[config.mk]
export PLATFORM = sky130hd
export DESIGN_NAME = held_note_sorted_set_unit
export DESIGN_NICKNAME = d
export VERILOG_FILES = /design/src/rtl/hnss_pkg.sv /design/src/rtl/hnss_mem.sv /design/src/rtl/held_note_sorted_set_unit.sv
export SDC_FILE = /design/constraint.sdc
export NUM_CORES = 1
export LEC_CHECK = 0
export BUFFER_PORTS_ARGS = -buffer_cell sky130_fd_sc_hd__buf_2
export CORE_AREA = 5 5 134 136
export DETAILED_ROUTE_END_ITERATION = 8
export DIE_AREA = 0 0 139 141
export HOLD_SLACK_MARGIN = 0.06
export REMOVE_ABC_BUFFERS = 1
export SYNTH_ARGS = -nofsm -noshare
export SYNTH_HDL_FRONTEND = slang
export SYNTH_SLANG_ARGS = --single-unit
export TNS_END_PERCENT = 1
[constraint.sdc]
create_clock -name clk -period 4.8 [get_ports clk]
set_input_delay 0.96 -clock clk [delete_from_list [all_inputs] [get_ports clk]]
set_output_delay 0.96 -clock clk [all_outputs]
set_load 0.01 [all_outputs]
[src/rtl/hnss_pkg.sv]
// Shared note type, accidental codes and pitch key functions for the held note set.
package hnss_pkg;

  localparam int LETTER_W = 3;
  localparam int ACC_W    = 2;
  localparam int OCTAVE_W = 4;
  localparam int RANK_W   = 4;
  localparam int KEY_W    = OCTAVE_W + RANK_W;
  localparam int TDATA_W  = 16;

  localparam logic [LETTER_W-1:0] LETTER_C   = 3'd0;
  localparam logic [LETTER_W-1:0] LETTER_MAX = 3'd6;

  localparam logic [ACC_W-1:0] ACC_NATURAL = 2'b00;
  localparam logic [ACC_W-1:0] ACC_SHARP   = 2'b01;
  localparam logic [ACC_W-1:0] ACC_INVALID = 2'b10;
  localparam logic [ACC_W-1:0] ACC_FLAT    = 2'b11;

  localparam logic ACTION_ON  = 1'b0;
  localparam logic ACTION_OFF = 1'b1;

  typedef struct packed {
    logic [OCTAVE_W-1:0] octave;
    logic [ACC_W-1:0]    acc;
    logic [LETTER_W-1:0] letter;
  } note_t;

  localparam int NOTE_W = $bits(note_t);

  function automatic logic [RANK_W-1:0] base_rank(input logic [LETTER_W-1:0] letter);
    logic [RANK_W-1:0] r;
    unique case (letter)
      3'd0:    r = 4'd0;
      3'd1:    r = 4'd2;
      3'd2:    r = 4'd4;
      3'd3:    r = 4'd5;
      3'd4:    r = 4'd7;
      3'd5:    r = 4'd9;
      3'd6:    r = 4'd11;
      default: r = 4'd0;
    endcase
    return r;
  endfunction

  function automatic logic [KEY_W-1:0] note_key(input note_t n);
    logic [RANK_W-1:0] r;
    r = base_rank(n.letter);
    if (n.acc == ACC_SHARP) begin
      r = r + 4'd1;
    end else if (n.acc == ACC_FLAT && n.letter != LETTER_C) begin
      r = r - 4'd1;
    end
    return {n.octave, r};
  endfunction

endpackage

[src/rtl/hnss_mem.sv]
// Note store: synchronous single-write, single-read memory with registered read data.
module hnss_mem #(
  parameter int DEPTH = 12,
  parameter int AW    = 4
) (
  input  logic              clk,
  input  logic              rd_en,
  input  logic [AW-1:0]     rd_addr,
  output hnss_pkg::note_t   rd_data,
  input  logic              wr_en,
  input  logic [AW-1:0]     wr_addr,
  input  hnss_pkg::note_t   wr_data
);

  hnss_pkg::note_t mem [DEPTH];

  always_ff @(posedge clk) begin
    if (rd_en) begin
      rd_data <= mem[rd_addr];
    end
    if (wr_en) begin
      mem[wr_addr] <= wr_data;
    end
  end

endmodule

[src/rtl/held_note_sorted_set_unit.sv]
// Top level of the held note set: merge sequencer around the note store and output register.
//
// Usage:
//   The slave channel (s_tvalid, s_tready, s_tdata, s_tuser) takes one note event per
//   transaction: s_tuser is the action (0 note on, 1 note off) and s_tdata carries the
//   letter, accidental and octave. After each event the master channel (m_tvalid,
//   m_tready, m_tdata, m_tuser, m_tlast) sends the whole held set in ascending pitch
//   order, one note per transaction, with m_tlast on the final one. An empty set is
//   sent as one transaction with m_tuser high and zero note fields.
//   The notes live in a one-port-read, one-port-write memory kept in sorted order.
//   Each event is one merge pass over the memory: every cycle in which the output can
//   advance reads at most one old entry, writes at most one entry of the new order and
//   hands at most one note to the output stage. s_tready stays low for the whole pass
//   and rises again when the pass ends. Each note waits in a pending register until the
//   next note or the end of the pass moves it into the output register on the master
//   channel. The pass reads the held notes one at a time through the single read port.
//   Reset empties the set at once; the memory contents need no clearing.
//   When m_tready is low while a note waits on the master channel, the whole pass holds
//   in place and resumes without loss.
module held_note_sorted_set_unit #(
  parameter int MAX_NOTES = 12
) (
  input  logic        clk,
  input  logic        rst,
  input  logic        s_tvalid,
  output logic        s_tready,
  input  logic [15:0] s_tdata,   // [2:0] note_letter, [4:3] accidental, [8:5] octave
  input  logic        s_tuser,   // [0] action
  output logic        m_tvalid,
  input  logic        m_tready,
  output logic [15:0] m_tdata,   // [2:0] out_letter, [4:3] out_accidental, [8:5] out_octave
  output logic        m_tuser,   // [0] set_empty
  output logic        m_tlast
);

  localparam int AW = (MAX_NOTES > 1) ? $clog2(MAX_NOTES) : 1;
  localparam int CW = $clog2(MAX_NOTES + 1);
  localparam logic [CW-1:0] MAX_COUNT = CW'(MAX_NOTES);
  localparam logic [CW-1:0] ONE = CW'(1);

  typedef enum logic {
    IDLE,
    RUN
  } state_t;

  state_t          state;
  hnss_pkg::note_t cur;
  logic            add_en;
  logic            rem_en;
  logic            done;
  logic [CW-1:0]   held_count;
  logic [CW-1:0]   rd_idx;
  logic [CW-1:0]   wr_idx;
  logic            pend_valid;
  hnss_pkg::note_t pend;
  logic            out_valid;
  hnss_pkg::note_t out_note;
  logic            out_empty;
  logic            out_last;

  logic            rd_en;
  logic [AW-1:0]   rd_addr;
  hnss_pkg::note_t rd_data;
  logic            wr_en;
  logic [AW-1:0]   wr_addr;
  hnss_pkg::note_t wr_data;

  hnss_pkg::note_t in_note;
  logic [hnss_pkg::ACC_W-1:0] in_acc;
  logic            in_accept;
  logic            adv;
  logic            have_old;
  logic [hnss_pkg::KEY_W-1:0] new_key;
  logic [hnss_pkg::KEY_W-1:0] old_key;
  logic            emit;
  hnss_pkg::note_t emit_note;
  logic            consume;
  logic            finish;
  logic            set_done;

  hnss_mem #(
    .DEPTH (MAX_NOTES),
    .AW    (AW)
  ) u_mem (
    .clk     (clk),
    .rd_en   (rd_en),
    .rd_addr (rd_addr),
    .rd_data (rd_data),
    .wr_en   (wr_en),
    .wr_addr (wr_addr),
    .wr_data (wr_data)
  );

  assign in_acc = (s_tdata[4:3] == hnss_pkg::ACC_INVALID) ? hnss_pkg::ACC_NATURAL
                                                           : s_tdata[4:3];
  assign in_note.letter = s_tdata[2:0];
  assign in_note.acc    = in_acc;
  assign in_note.octave = s_tdata[8:5];

  assign s_tready  = (state == IDLE);
  assign in_accept = s_tvalid && s_tready;
  assign adv       = !out_valid || m_tready;
  assign have_old  = (rd_idx < held_count);
  assign new_key   = hnss_pkg::note_key(cur);
  assign old_key   = hnss_pkg::note_key(rd_data);

  always_comb begin
    emit      = 1'b0;
    emit_note = rd_data;
    consume   = 1'b0;
    finish    = 1'b0;
    set_done  = 1'b0;
    if (state == RUN && adv) begin
      priority if (have_old && add_en && !done && new_key < old_key) begin
        emit      = 1'b1;
        emit_note = cur;
        set_done  = 1'b1;
      end else if (have_old && rem_en && !done && new_key == old_key) begin
        consume  = 1'b1;
        set_done = 1'b1;
      end else if (have_old) begin
        emit     = 1'b1;
        consume  = 1'b1;
        set_done = add_en && (new_key == old_key);
      end else if (add_en && !done) begin
        emit      = 1'b1;
        emit_note = cur;
        set_done  = 1'b1;
      end else begin
        finish = 1'b1;
      end
    end
  end

  always_comb begin
    rd_en   = in_accept || consume;
    rd_addr = in_accept ? '0 : AW'(rd_idx + ONE);
    wr_en   = emit;
    wr_addr = wr_idx[AW-1:0];
    wr_data = emit_note;
  end

  always_ff @(posedge clk) begin
    if (rst) begin
      state      <= IDLE;
      held_count <= '0;
      pend_valid <= 1'b0;
      out_valid  <= 1'b0;
      done       <= 1'b0;
      add_en     <= 1'b0;
      rem_en     <= 1'b0;
    end else begin
      unique case (state)
        IDLE: begin
          if (in_accept) begin
            cur    <= in_note;
            add_en <= (s_tuser == hnss_pkg::ACTION_ON)
                      && (in_note.letter <= hnss_pkg::LETTER_MAX)
                      && (held_count < MAX_COUNT);
            rem_en <= (s_tuser == hnss_pkg::ACTION_OFF)
                      && (in_note.letter <= hnss_pkg::LETTER_MAX);
            done   <= 1'b0;
            rd_idx <= '0;
            wr_idx <= '0;
            state  <= RUN;
          end
        end
        RUN: begin
          if (set_done) begin
            done <= 1'b1;
          end
          if (consume) begin
            rd_idx <= rd_idx + ONE;
          end
          if (emit) begin
            wr_idx     <= wr_idx + ONE;
            pend       <= emit_note;
            pend_valid <= 1'b1;
          end
          if (finish) begin
            held_count <= wr_idx;
            pend_valid <= 1'b0;
            state      <= IDLE;
          end
        end
        default: state <= IDLE;
      endcase

      if ((emit && pend_valid) || finish) begin
        out_valid <= 1'b1;
        out_note  <= pend_valid ? pend : '0;
        out_empty <= !pend_valid;
        out_last  <= finish;
      end else if (m_tready) begin
        out_valid <= 1'b0;
      end
    end
  end

  assign m_tvalid = out_valid;
  assign m_tdata  = 16'(out_note);
  assign m_tuser  = out_empty;
  assign m_tlast  = out_last;

  a_count_in_range: assert property (@(posedge clk) disable iff (rst)
    held_count <= MAX_COUNT)
    else $error("held note count exceeds capacity");

  a_empty_is_last: assert property (@(posedge clk) disable iff (rst)
    (m_tvalid && m_tuser) |-> (m_tlast && m_tdata == 16'd0))
    else $error("empty marker must be a lone zero transaction");

  a_idle_no_pending: assert property (@(posedge clk) disable iff (rst)
    (state == IDLE) |-> !pend_valid)
    else $error("held note left pending after a pass");

  a_write_in_range: assert property (@(posedge clk) disable iff (rst)
    wr_en |-> (wr_idx < MAX_COUNT))
    else $error("note store write beyond capacity");

endmodule

==> flow_summary.yaml, run 1 <==
timing:
  clock.fmax_mhz: 246
  tns_ns: 0
  maxSlewViolCount: 0
  setup_viol: 0
  worst_pin_slew_ns: 0.766
  period_minus_slack_ns: 4.07
  relSlewSlack: 0.488
  rsz0062_at_grt: "no"
  clock_skew_ns: 0.0144
  hold_viol: 0
  whs_ns: 0.457
  post-route-period-util: 0.848
placed_design:
  numPortBuffers: 26
  gp_congestion: 0.774
  hpwl_um: 9260
  dp.cells: 712
critical_path:
  crit_start: "u_mem.rd_data[2]$_DFFE_PP_"
  start_kind: "flop"
  end_kind: "flop"
  worstPathArrival_ns: 4.12
  worst-setup-path-type: "flop to flop"
  critical_path_required_ns: 4.85
  r2r-start: "u_mem.rd_data[2]$_DFFE_PP_"
  critPathMaxFanout: 13
cells_and_area:
  fin_util: 0.477
  drive_above_1_share: 0.183
  nFillCells: 1435
  multi_input_area_mm2: 0.00217
  antennaDiodeCount: 0
  regArea_mm2: 0.00482
  layout_commonest_cell: "edfxtp_1"
  syn_to_final_growth_pct: 10.5
  instances_no_fill: 743
  mostFrequentLayoutCells: "edfxtp_1 (154), nor2_1 (33), nand2_1 (32), a21oi_1 (30), buf_2 (26)"
  nets: 547
floorplanning:
  start_util: 0.432
  die_w_um: 139
  die-height_um: 141
  io_pins: 41
  core.rowCount: 48
  core-area_mm2: 0.0168
  design.die.area_mm2: 0.0196
hold_path:
  worstHoldPathType: "flop to flop"
  hp-start: "rem_en$_SDFFE_PP0P_"
logic_synthesis:
  yosys.cell_types.count: 48
  ys_seq_area_frac: 0.664
  synthCells: 483
  synth_seq_cells: 164
  syn_area_mm2: 0.00726
  avgSynthCellArea_um2: 15.0
  ys_warn_count: 0
clocking:
  cts_tree: "done"
  clk_pin_slew_ns: 0.06
  numCtsBuffers: 17
  ctsHoldBuffers: 0
  cts-root-buf: "clkbuf_16"
  post_cts_buffers: 0
  clk_path_buf_depth: 2
  htreeDepth: 4
  clk_latency_ns: 0.43
  clock-sinks: 164
  cts_resized: 0
pwr:
  p_per_area_mw_per_mm2: 414
  p_total_mw: 3.33
  leakage_nw: 2.84
  peakVddDrop_v: 0.000232
routing:
  dr.pass1.iters: 4
  top_layer: "met4"
  dr_total_vias: 3833
  met1_length_um: 6200
  dr_wl_met2_um: 6790
  routed-wl-met3_um: 764
  wl_per_cell_um: 19.0
  drt-total-wl_um: 14100
  route.detailed.drc: 0
  ant_nets: 0
  viasPerCell: 5.16
  drt_iter0_drc: 237
job:
  cap_violations: 0
grt:
  overflow: 0
  grt_max_degree: 37
  grt_usage: 0.151
  grt_pass1_vias: 3868
  grt_pass1_wl_um: 22000
  antenna_found_initial: 0
status:
  status: "completed"
-- power breakdown --
group          internal [mW]  total (mW)  switching [mW]
combinational          0.147       0.407           0.260
clock                  0.664        1.22           0.560
sequential              1.66        1.70          0.0365
-- cells in the mapped netlist (all sizes together) --
master	number	area, µm²
a2111oi	2	36.3
a211oi	9	72.6
a21oi	30	150
a22oi	2	15.0
a31oi	4	25.0
and2	18	120
and2b	1	8.76
and3	13	81.3
buf	21	173
clkbuf	10	51.3
conb	1	3.75
dfxtp	10	200
edfxtp	154	4620
ha	20	250
inv	17	63.8
mux2	11	124
mux2i	15	150
mux4	18	435
nand2	32	120
nand2b	5	53.8
nand3	3	15.0
nand3b	1	7.51
nand4	2	12.5
nor2	33	124
nor2b	8	50.1
nor3	6	30.0
nor3b	1	7.51
o2111ai	1	8.76
o211a	1	10.0
o211ai	2	15.0
o21a	1	7.51
o21ai	13	65.1
o22ai	4	31.3
o2bb2a	1	11.3
or2	2	12.5
xnor2	5	43.8
xor2	6	52.6
-- cell type report --
class                      instances  share of cell area
timing repair buffer              29              0.0190
sequential                       164               0.601
tap                              225              0.0351
multi-input combinational        277               0.271
clock inverter                    14              0.0129
inverter                          17             0.00795
clock buffer                      17              0.0530
-- worst max-delay path: stages, from the launching register on --
cell	delay (ns)
edfxtp_1	0.51
nor2_1	0.06
mux2_2	0.29
inv_1	0.06
ha_1	0.23
xnor2_1	0.13
a22oi_1	0.14
o21ai_0	0.13
ha_1	0.32
nor2b_1	0.14
o211ai_1	0.16
a21oi_1	0.12
o22ai_2	0.28
and2_1	0.48
nor2b_1	0.63
-- kinds of logic after synthesis --
group / synth area share
buffers and inverters: 0.0396
DFF: 0.664
muxes: 0.0977
adders and majority gates: 0.0345
AOI/OAI and AO/OA: 0.0617
other: 0.000516
xor gates and xnor gates: 0.0133
and+or+nand+nor: 0.0885
-- registers in the layout, indices dropped and copies added (netlist names), 4 cells and up --
name and count:
wr_addr 4, held_count 4, cur 9, u_mem.mem 108, rd_idx 4, u_mem.rd_data 9, m_tdata 9, pend 9
-- per-stage QoR --
stage | instance area, µm² | worst slack [ns]
2_1_floorplan | 7060 | 1.21
3_3_place_gp | 7500 | 0.816
3_5_place_dp | 7500 | 0.719
4_1_cts | 8030 | 0.711
5_1_grt | 8030 | 0.354
6_report | 8030 | 0.731
-- worst paths after layout --
kind	to	slack (ns)	cells past startpoint
setup / recovery	pend[1]$_DFFE_PP_	0.73	14
hold / removal	rem_en$_SDFFE_PP0P_	0.46	2
setup reg to reg	pend[1]$_DFFE_PP_	0.73	14
hold reg to reg	rem_en$_SDFFE_PP0P_	0.46	2
-- metal layers --
metal,up-vias,GRT usage
met1,1873,0.202
met5,-,0
met3,22,0.0414
met4,0,0.0747
li1,1843,-
met2,95,0.227
(Power assumes the default switching activity.)
==> inputs of run 2 (changes only) <==
==> constraint.sdc (replaced) <==
create_clock -name clk -period 3.65 [get_ports clk]
set_input_delay 0.73 -clock clk [delete_from_list [all_inputs] [get_ports clk]]
set_output_delay 0.73 -clock clk [all_outputs]
set_load 0.01 [all_outputs]
==> flow_summary.yaml, run 2 (synthesized netlist as in run 1, its figures left out) <==
critical_path:
  end_kind: "flop"
  r2r_slack_ns: 0.19
  critical_path_required_ns: 3.77
  worstPathArrival_ns: 3.58
  worst-setup-path-type: "flop to flop"
  critPathMaxFanout: 13
  start_kind: "flop"
placed_design:
  numPortBuffers: 26
  gp_congestion: 0.817
  hpwl_um: 9490
clocking:
  clk_latency_ns: 0.42
  numCtsBuffers: 17
  htreeDepth: 4
  cts_tree: "done"
  clock-sinks: 164
  clk_path_buf_depth: 2
  clk_pin_slew_ns: 0.07
  ctsHoldBuffers: 0
  cts-root-buf: "clkbuf_16"
cells_and_area:
  nets: 564
  regArea_mm2: 0.00482
  layout_commonest_cell: "edfxtp_1"
  nFillCells: 1421
  syn_to_final_growth_pct: 14.8
  antennaDiodeCount: 0
  mostFrequentLayoutCells: "edfxtp_1 (154), nor2_1 (33), nand2_1 (32), a21oi_1 (30), buf_2 (26)"
  largest_reg_flops: 108
  multi_input_area_mm2: 0.00219
  top_register: "u_mem.mem"
  drive_above_1_share: 0.216
timing:
  clock.fmax_mhz: 289
  period_minus_slack_ns: 3.46
  hold_viol: 0
  maxSlewViolCount: 0
  worst_pin_slew_ns: 0.750
  whs_ns: 0.473
  clock_skew_ns: 0.00890
  relSlewSlack: 0.498
  setup_viol: 0
  rsz0062_at_grt: "yes"
  post-route-period-util: 0.948
  tns_ns: 0
pwr:
  pwr-share-seq: 0.501
  peakVddDrop_v: 0.000338
  leakage_nw: 2.99
  p_per_area_mw_per_mm2: 533
  netSwitchingFraction: 0.260
  p_switching_mw: 1.16
  power.clock.fraction: 0.376
  power_frac_comb: 0.123
  internal-power_mw: 3.29
routing:
  drt-total-wl_um: 14100
  viasPerCell: 5.19
  dr.pass1.iters: 4
  wl_per_cell_um: 18.6
  route.detailed.drc: 0
  dr_total_vias: 3953
  ant_nets: 0
  drt_iter0_drc: 219
grt:
  grt_pass1_vias: 3942
  overflow: 0
  grt_pass1_wl_um: 21800
  antenna_found_initial: 0
  grt_max_degree: 37
  grt_usage: 0.149
floorplanning:
  start_util: 0.432
  core-area_mm2: 0.0168
  die-height_um: 141
  die_w_um: 139
  io_pins: 41
  design.die.area_mm2: 0.0196
  core.rowCount: 48
hold_path:
  worstHoldPathType: "flop to flop"
job:
  cap_violations: 0
status:
  status: "completed"
## run 2: cell count changes in the layout (fill, tap and decap cells not counted), moves of 2 or more
cell,previous run,this run
buf_12,0,11
buf_4,3,9
clkinv_1,2,0
inv_8,2,4
mux2_2,11,9
mux2_4,0,2
## run 2: stage by stage
stage	utilization	instance area (µm²)	total power [mW]	cells	worst slack (ns)
floorplan	-	7060	2.62	458	0.0620
global placement	0.461	7750	2.79	728	0.0565
detailed placement	0.461	7750	2.81	728	0.00952
CTS	0.495	8320	4.48	761	0.0574
global route	0.496	8340	4.64	761	-0.0568
finish	0.496	8340	4.45	761	0.189
## run 2: worst paths after layout
path | startpoint | to | cells past startpoint
max | u_mem.rd_data[1]$_DFFE_PP_ | u_mem.mem[10][3]$_DFFE_PP_ | 13
min | rem_en$_SDFFE_PP0P_ | rem_en$_SDFFE_PP0P_ | 2
max reg2reg | u_mem.rd_data[1]$_DFFE_PP_ | u_mem.mem[10][3]$_DFFE_PP_ | 13
min reg2reg | rem_en$_SDFFE_PP0P_ | rem_en$_SDFFE_PP0P_ | 2
## run 2: what timing repair did
action	in CTS	in global routing
pin swaps	0	0
resized for setup	0	4
setup buffers	1	0
setup endpoints to repair	5	234
## run 2: metal layers
layer  GRT usage  vias to the layer above  part of all wire
met5           0                        -                 0
met4      0.0669                        0             0.026
li1            -                     1889                 -
met3      0.0343                       24             0.041
met2       0.242                       88              0.49
met1       0.192                     1952              0.44
## run 2: critical path, cell delays in order (launching register included)
cell	delay, ns
edfxtp_1	0.46
nand2_1	0.18
xor2_1	0.21
ha_1	0.27
xnor2_1	0.12
a22oi_1	0.13
o21ai_0	0.13
ha_1	0.31
nor2b_1	0.13
o211ai_1	0.08
a21oi_1	0.23
nor2_1	0.11
o2bb2a_4	0.30
mux2_2	0.49
## run 2: power groups by stage
stage / Sequential, mW / Combinational [mW] / Clock (mW)
floorplan: 2.26 / 0.353 / 0
finish: 2.23 / 0.546 / 1.67
detailed placement: 2.27 / 0.541 / 0
global placement: 2.27 / 0.521 / 0
CTS: 2.23 / 0.550 / 1.71
global route: 2.23 / 0.609 / 1.80
## run 2: cell type report
cell class | count | share of cell area
clock buffer | 17 | 0.0510
clock inverter | 15 | 0.0164
sequential | 164 | 0.578
inverter | 17 | 0.00765
timing repair buffer | 46 | 0.0501
multi-input combinational | 277 | 0.263
tap | 225 | 0.0338
==> inputs of run 3 (changes only) <==
--- a/config.mk
+++ b/config.mk
@@ -6,9 +6,9 @@
 export NUM_CORES = 1
 export LEC_CHECK = 0
 export BUFFER_PORTS_ARGS = -buffer_cell sky130_fd_sc_hd__buf_2
-export CORE_AREA = 5 5 134 136
+export CORE_AREA = 4 4 127 141
 export DETAILED_ROUTE_END_ITERATION = 8
-export DIE_AREA = 0 0 139 141
+export DIE_AREA = 0 0 131 145
 export HOLD_SLACK_MARGIN = 0.06
 export REMOVE_ABC_BUFFERS = 1
 export SYNTH_ARGS = -nofsm -noshare
==> flow_summary.yaml, run 3 (synthesized netlist as in run 1, its figures left out) <==
placed_design:
  pre_cts_slack_ns: 0.000607
  hpwl_um: 9060
  numPortBuffers: 26
  gp_congestion: 0.842
  dp.cells: 707
  place_area_mm2: 0.00768
timing:
  post-route-period-util: 0.951
  hold_viol: 0
  period_minus_slack_ns: 3.47
  clock.fmax_mhz: 288
  rsz0062_at_grt: "no"
  worst_pin_slew_ns: 0.729
  whs_ns: 0.473
  worst_slack_ns: 0.179
  maxSlewViolCount: 0
  relSlewSlack: 0.512
  tns_ns: 0
  setup_viol: 0
  clock_skew_ns: 0.00719
cells_and_area:
  drive_above_1_share: 0.210
  top_register: "u_mem.mem"
  nFillCells: 1360
  multi_input_area_mm2: 0.00219
  fin_util: 0.503
  instances_no_fill: 737
  largest_reg_flops: 108
  mostFrequentLayoutCells: "edfxtp_1 (154), nor2_1 (33), nand2_1 (32), a21oi_1 (29), buf_2 (26)"
  layout_commonest_cell: "edfxtp_1"
  syn_to_final_growth_pct: 13.4
  nets: 563
  stdcell_area_mm2: 0.00823
  antennaDiodeCount: 0
  regArea_mm2: 0.00482
clocking:
  cts_tree: "done"
  htreeDepth: 4
  cts_resized: 1
  ctsHoldBuffers: 0
  clk_path_buf_depth: 2
  clk_latency_ns: 0.42
  cts-root-buf: "clkbuf_16"
  clk_pin_slew_ns: 0.06
  clock-sinks: 164
  numCtsBuffers: 17
  post_cts_buffers: 0
critical_path:
  worst-setup-path-type: "flop to flop"
  start_kind: "flop"
  critPathMaxFanout: 13
  critical_path_required_ns: 3.78
  worstPathArrival_ns: 3.60
  end_kind: "flop"
floorplanning:
  core.rowCount: 49
  design.die.area_mm2: 0.0190
  die_w_um: 131
  core-area_mm2: 0.0164
  die-height_um: 145
  io_pins: 41
  start_util: 0.444
routing:
  dr.pass1.iters: 4
  ant_nets: 0
  drt-total-wl_um: 13000
  drt_iter0_drc: 198
  dr_total_vias: 3920
  wl_per_cell_um: 17.6
  route.detailed.drc: 0
  viasPerCell: 5.32
grt:
  overflow: 0
  grt_max_degree: 37
  grt_usage: 0.147
  antenna_found_initial: 0
  grt_pass1_vias: 3910
  grt_pass1_wl_um: 21300
hold_path:
  worstHoldPathType: "flop to flop"
status:
  status: "completed"
pwr:
  peakVddDrop_v: 0.000318
  p_per_area_mw_per_mm2: 532
  p_total_mw: 4.38
  leakage_nw: 2.95
job:
  cap_violations: 0
-- run 3: cell count changes in the layout (fill, tap and decap cells not counted), moves of 2 or more --
cell,delta
mux2_4,-2
inv_8,-3
buf_4,+3
clkinv_1,+2
mux2_2,+2
buf_12,-4
inv_6,-3
-- run 3: path summary, 6_finish.rpt --
| path | start | end | slack [ns] | cells past startpoint |
|---|---|---|---|---|
| worst max register to register | u_mem.rd_data[0]$_DFFE_PP_ | u_mem.mem[6][3]$_DFFE_PP_ | 0.18 | 13 |
| worst max-delay path | u_mem.rd_data[0]$_DFFE_PP_ | u_mem.mem[6][3]$_DFFE_PP_ | 0.18 | 13 |
| worst min-delay path | rem_en$_SDFFE_PP0P_ | rem_en$_SDFFE_PP0P_ | 0.47 | 2 |
| worst min register to register | rem_en$_SDFFE_PP0P_ | rem_en$_SDFFE_PP0P_ | 0.47 | 2 |
-- run 3: worst max-delay path, stage by stage, from the launching register on --
cell,delay (ns)
edfxtp_1,0.45
nand2_1,0.18
xor2_1,0.24
ha_1,0.28
xnor2_1,0.13
a22oi_1,0.14
o21ai_0,0.13
ha_1,0.31
nor2b_1,0.13
o211ai_1,0.10
a21oi_2,0.20
nor2_1,0.10
o2bb2a_4,0.30
mux2_2,0.48
-- run 3: cell type report --
type,instances,share of cell area
Multi-Input combinational cell,277,0.266
Timing Repair Buffer,45,0.0438
Sequential cell,164,0.586
Inverter,17,0.00775
Clock buffer,18,0.0521
Tap cell,204,0.0310
Clock inverter,12,0.0132
-- run 3: power breakdown --
| group | total, mW | internal (mW) | switching (mW) |
|---|---|---|---|
| Sequential | 2.23 | 2.18 | 0.0468 |
| Clock | 1.63 | 0.932 | 0.698 |
| Combinational | 0.521 | 0.207 | 0.314 |
-- run 3: layer usage --
metal | vias up | routed length (µm) | GRT usage
met3 | 22 | 458 | 0.0423
met1 | 1935 | 5450 | 0.184
li1 | 1883 | - | -
met2 | 80 | 6750 | 0.238
met4 | 0 | 301 | 0.0586
met5 | - | 0 | 0
